--- src/hdl/rrp_delay.sv ---
module rrp_delay #(
  parameter int WIDTH = 8,
  parameter int DEPTH = 2
) (
  input  logic             clk_i,
  input  logic             en_i,
  input  logic [WIDTH-1:0] d_i,
  output logic [WIDTH-1:0] q_o
);

  logic [WIDTH-1:0] tap_q [DEPTH];

  always_ff @(posedge clk_i) begin
    if (en_i) begin
      tap_q[0] <= d_i;
      for (int k = 1; k < DEPTH; k++) begin
        tap_q[k] <= tap_q[k-1];
      end
    end
  end

  assign q_o = tap_q[DEPTH-1];

endmodule

--- config.mk ---
export PLATFORM = sky130hd
export DESIGN_NAME = rrp_delay
export DESIGN_NICKNAME = d
export VERILOG_FILES = /design/src/hdl/rrp_delay.sv
export SDC_FILE = /design/constraint.sdc
export NUM_CORES = 1
export LEC_CHECK = 0
export BUFFER_PORTS_ARGS = -buffer_cell sky130_fd_sc_hd__buf_2
export CAP_MARGIN = 40
export CORE_AREA = 5 5 42 44
export DETAILED_ROUTE_END_ITERATION = 16
export DIE_AREA = 0 0 47 49
export GPL_TIMING_DRIVEN = 0
export HOLD_SLACK_MARGIN = 0.05
export PLACE_DENSITY = 0.66
export SLEW_MARGIN = 25
export SYNTH_ARGS = -nofsm -noshare
export SYNTH_HDL_FRONTEND = slang
export SYNTH_SLANG_ARGS = --single-unit
--- constraint.sdc ---
create_clock -name clk_i -period 1.4 [get_ports clk_i]
set_clock_uncertainty 0.2 [all_clocks]
set_input_delay 0.28 -clock clk_i [delete_from_list [all_inputs] [get_ports clk_i]]
set_output_delay 0.28 -clock clk_i [all_outputs]
set_load 0.01 [all_outputs]
==> results by group, run 1 <==
Status
  • Status: complete, no violations

Detailed routing
  • DR vias/cell: 3.92
  • Via count: 243
  • Final antenna-violating net count: 0
  • DRT iter0 DRCs: 1
  • Routed wire length: 601 microns
  • Per-cell routed wire length: 9.69 microns
  • DRC viols: 0
  • Pre-antenna DRT Iters: 3

Min path
  • Hold Crit Start: en_i
  • Hold depth: 1
  • Hold endpoint: tap_q[0][7]$_DFFE_PP_
  • HP Class: in2reg

Timing
  • Worst slew margin relative to its limit: 78.9%
  • RSZ-0062 raised after global routing: no
  • Fmax: 738 MHz
  • Worst-Margin Slew: 0.317 ns
  • Fin Hold WS: 0.216 ns
  • Final setup violation count: 0
  • Final setup TNS: 0 ns
  • Final-report hold violation count: 0
  • Final Cycle Share: 96.8%
  • Slew Viols, Final: 0
  • Minimum clock period: 1.36 ns

Synthesis
  • Distinct cells, synth: 2
  • #FFs+latches synth: 16
  • Syn_area_per_cell: 22.5 sq um
  • Post-Syn Nets: 34
  • Post-Syn Area: 541 sq um
  • Yosys warnings: 0
  • Register area share after synthesis: 88.9%
  • Mapped Cells: 24

Final layout
  • Largest register FFs: 16
  • Nets: 57
  • Commonest non-fill, non-tap cell in the layout: edfxtp_1
  • Top Registers: tap_q x16
  • Commonest cells after routing, fill and taps aside: edfxtp_1, buf_2, dlygate4sd3_1, buf_6, clkbuf_4
  • FILL cells: 122
  • Area grow syn2layout: 38.7%
  • Share of cells above drive strength 1: 45.7%
  • Multi-input gate area: 0 sq um
  • Reg area: 480 sq um
  • Register bank with the most flops: tap_q
  • Comb_multi_in: 0
  • Final core utilization: 53.5%
  • Number of diodes: 0
  • Layout Cells excl Fill: 62

Floorplan
  • Die area: 2300 sq um
  • Ports: 18
  • Row cnt: 14
  • Die span in y: 49 microns
  • Die X: 47 microns
  • Core ar.: 1400 sq um
  • Initial core utilization: 38.6%

Clock network
  • Later-pin clock latency in the skew report: 0.27 ns
  • Postcts setup bufs: 0
  • CTS max path bufs: 2
  • Clk root buf: clkbuf_4
  • Cts bufs inserted: 3
  • Max H-tree Level: 1
  • CTS tree: done
  • Worst-path clk slew: 0.08 ns
  • Sink Count: 16

Worst setup path
  • Crit end category: output pin
  • Worst R2R Setup Slack: 0.58 ns
  • RR Endpoint: tap_q[0][10]$_DFFE_PP_
  • Critical-path maximum fanout: 1
  • Crit path kind: reg2out
  • Req. time, crit path: 0.92 ns
  • Critical path startpoint category: flop
  • WP data arrival: 0.88 ns
  • FF-to-FF Start: tap_q[0][2]$_DFFE_PP_
  • R2R depth: 0

Placement
  • IO Port Bufs: 17
  • Gpl congestion: 0.611
  • # placed instances: 57

Global routing
  • Total track usage: 6.71%
  • Initial antenna violation count: 0
  • Remaining Overflow, GRT: 0
  • First-pass GRT wire length: 924 microns
  • Vias in the first global route: 228
  • Largest net degree at the start of global routing: 17

Power
  • Leak: 0.294 nW
  • Worst vdd ir: 0.571 mV
  • Total chip power: 0.880 mW
  • PD cells: 1170 nW/um^2

Flow run
  • Max cap viols: 0
[Yosys cell counts (all sizes together)]
library cell / instances / share of area (%)
buf: 8 / 11
edfxtp: 16 / 89
[how the worst max path moves through the flow]
stage / startpoint / to / slack, ns
3_3_place_gp: en_i / tap_q[0][12]$_DFFE_PP_ / 0.30
5_1_grt: tap_q[0][13]$_DFFE_PP_ / q_o[5] / 0.0007
4_1_cts: tap_q[0][8]$_DFFE_PP_ / q_o[0] / 0.002
2_1_floorplan: tap_q[0][8]$_DFFE_PP_ / q_o[0] / 0.44
6_report: tap_q[0][13]$_DFFE_PP_ / q_o[5] / 0.04
3_5_place_dp: en_i / tap_q[0][12]$_DFFE_PP_ / 0.29
[where the power goes]
group | switching (mW) | total (mW) | internal, mW | leakage [nW]
Combinational | 0.0264 | 0.0780 | 0.0516 | 0.122
Sequential | 0.00971 | 0.577 | 0.568 | 0.157
Clock | 0.122 | 0.225 | 0.103 | 0.0154
[area by class of cell]
type / count / share of cell area, %
clock buffer: 3 / 3.01
timing repair buffer: 25 / 28.7
buffer: 1 / 1.00
tap: 16 / 2.67
sequential: 16 / 64.1
clock inverter: 1 / 0.501
[cell families (layout without fill, tap and decap cells)]
family   Yosys count  after routing  synth area share (%)
buf+inv            8             30                  11.1
flops             16             16                  88.9
[layer usage]
metal	GRT usage, %	vias up	routed length (microns)
met4	9.68	0	31
met5	0	-	0
met3	3.69	4	88
met2	7.69	19	258
met1	6.67	96	223
li1	-	124	-
[worst max-delay path, cell delays in order (launching register included)]
cell and delay [ns]:
edfxtp_1 0.36, buf_4 0.14, buf_6 0.11
[what timing repair did]
action                                  CTS  global route
endpoints found under the hold margin     8             0
endpoints found under the setup margin    0             8
hold buffers                              8             0
gates resized for setup                   0             8
[stage by stage]
stage	worst slack [ns]	area (sq um)
2_1_floorplan	0.444	541
3_3_place_gp	0.300	646
3_5_place_dp	0.293	646
4_1_cts	0.00232	752
5_1_grt	0.000688	749
6_report	0.0443	749
Note: power is estimated with default switching activity, not from simulation.
==> inputs of run 2 (changes only) <==
Settings changed: CORE_AREA 5 5 42 44 to default, CORE_MARGIN from default to 5, CORE_UTILIZATION from default to 41, DIE_AREA 0 0 47 49 to default, PLACE_DENSITY 0.66 to 0.7.
Clock period 1.4 ns to 1.1 ns, I/O delays scaled along.
==> results by group, run 2 (same netlist as run 1, synthesis figures left out) <==
Timing
  • Final setup violation count: 8
  • Post-route setup slack: -0.117 ns
  • Fmax: 822 MHz
  • Final Cycle Share: 111%
  • RSZ-0062 raised after global routing: yes
  • Minimum clock period: 1.22 ns
  • Worst slew margin relative to its limit: 78.9%
  • Slew Viols, Final: 0
  • Final setup TNS: -0.858 ns
  • Worst-Margin Slew: 0.316 ns
  • Fin Hold WS: 0.160 ns
  • Final-report hold violation count: 0

Final layout
  • FILL cells: 97
  • Top Registers: tap_q x16
  • Comb_multi_in: 0
  • Commonest cells after routing, fill and taps aside: edfxtp_1, buf_2, dlygate4sd3_1, buf_6, clkbuf_4
  • Nets: 56
  • Multi-input gate area: 0 sq um
  • Number of diodes: 0
  • Final core utilization: 58.4%
  • Register bank with the most flops: tap_q
  • Area grow syn2layout: 37.0%
  • Largest register FFs: 16
  • Share of cells above drive strength 1: 44.4%
  • Commonest non-fill, non-tap cell in the layout: edfxtp_1

Floorplan
  • Die span in y: 46.3 microns
  • Ports: 18
  • Die X: 46.3 microns
  • Core ar.: 1270 sq um
  • Initial core utilization: 42.6%
  • Row cnt: 13
  • Die area: 2140 sq um

Worst setup path
  • Crit end category: output pin
  • Worst path cell trace: buf_6
  • Crit-path slowest cell: edfxtp_1
  • Req. time, crit path: 0.68 ns
  • Critical-path maximum fanout: 1
  • Crit path kind: reg2out
  • FF-to-FF Start: tap_q[0][5]$_DFFE_PP_
  • Critical path startpoint category: flop
  • R2R depth: 0
  • Worst path max stage delay: 0.39 ns
  • Crit path from: tap_q[0][12]$_DFFE_PP_
  • Crit path max-delay family: flip-flops
  • Buf/Inv on CP: 1
  • Stages on worst setup path: 1
  • WP data arrival: 0.80 ns

Power
  • Switch share: 17.9%
  • Worst vdd ir: 0.875 mV
  • Sequential share of power: 66.0%
  • NetSw: 0.199 mW
  • Leak: 0.289 nW
  • PD cells: 1510 nW/um^2
  • Gate power share: 8.5%
  • Pint: 0.916 mW
  • Clock network power share: 25.5%

Min path
  • Hold Crit Start: en_i
  • HP Class: in2reg
  • Hold depth: 1

Global routing
  • Remaining Overflow, GRT: 0
  • Initial antenna violation count: 0
  • Largest net degree at the start of global routing: 17
  • Total track usage: 7.98%
  • First-pass GRT wire length: 1.06 mm
  • Vias in the first global route: 242

Placement
  • Worst slack, placed: 0.0488 ns
  • IO Port Bufs: 17
  • Gpl congestion: 0.587

Clock network
  • Postcts setup bufs: 0
  • CTS tree: done
  • Worst-path clk slew: 0.08 ns
  • Clk root buf: clkbuf_4
  • CTS max path bufs: 2
  • Max H-tree Level: 1
  • Sink Count: 16
  • Later-pin clock latency in the skew report: 0.27 ns
  • Cts bufs inserted: 3

Detailed routing
  • DRC viols: 0
  • Routed wire length: 629 microns
  • Final antenna-violating net count: 0
  • Pre-antenna DRT Iters: 2
  • Per-cell routed wire length: 10.5 microns
  • DR vias/cell: 3.92
  • DRT iter0 DRCs: 1
  • Via count: 235

Status
  • Violated checks: setup timing
  • Status: finished with violations

Flow run
  • Max cap viols: 0
[run 2: cell count changes in the layout (fill, tap and decap cells not counted), sizes merged]
| cell | change |
|---|---|
| buf | -1 |
[run 2: cell type report]
class	instances	area (sq um)	share of cell area [%]
Clock buffer	3	22.5	3.04
Sequential cell	16	480	64.9
Tap cell	15	18.8	2.53
Clock inverter	1	3.75	0.507
Timing Repair Buffer	25	215	29.1
[run 2: what timing repair did]
item / CTS / global route
gates resized for setup: 8 / 0
hold buffers: 8 / 0
endpoints found under the hold margin: 8 / 0
setup endpoints to repair: 8 / 8
[run 2: metal layers]
metal	share of wire, %	vias to the layer above	track usage [%]
met4	1.1	0	8.52
li1	-	121	-
met2	57	12	11.0
met5	0	-	0
met1	32	100	8.31
met3	9.9	2	3.91
[run 2: final timing paths]
path | slack, ns | to
min reg2reg | 0.22 | tap_q[0][10]$_DFFE_PP_
max reg2reg | 0.28 | tap_q[0][13]$_DFFE_PP_
min | 0.16 | tap_q[0][0]$_DFFE_PP_
max | -0.12 | q_o[4]
[run 2: per-stage QoR]
| step | cell area (sq um) | total power, mW | cells |
|---|---|---|---|
| after floorplan | 541 | 0.780 | 24 |
| after global placement | 644 | 0.821 | 56 |
| after detailed placement | 644 | 0.825 | 56 |
| after CTS | 741 | 1.13 | 60 |
| after global routing | 741 | 1.18 | 60 |
| final | 741 | 1.12 | 60 |
[run 2: power groups by stage]
stage | sequential, mW | combinational, mW | clock [mW]
after floorplan | 0.743 | 0.0369 | 0
after CTS | 0.737 | 0.0959 | 0.297
after global placement | 0.743 | 0.0773 | 0
after global routing | 0.741 | 0.103 | 0.333
final | 0.736 | 0.0952 | 0.285
after detailed placement | 0.746 | 0.0787 | 0
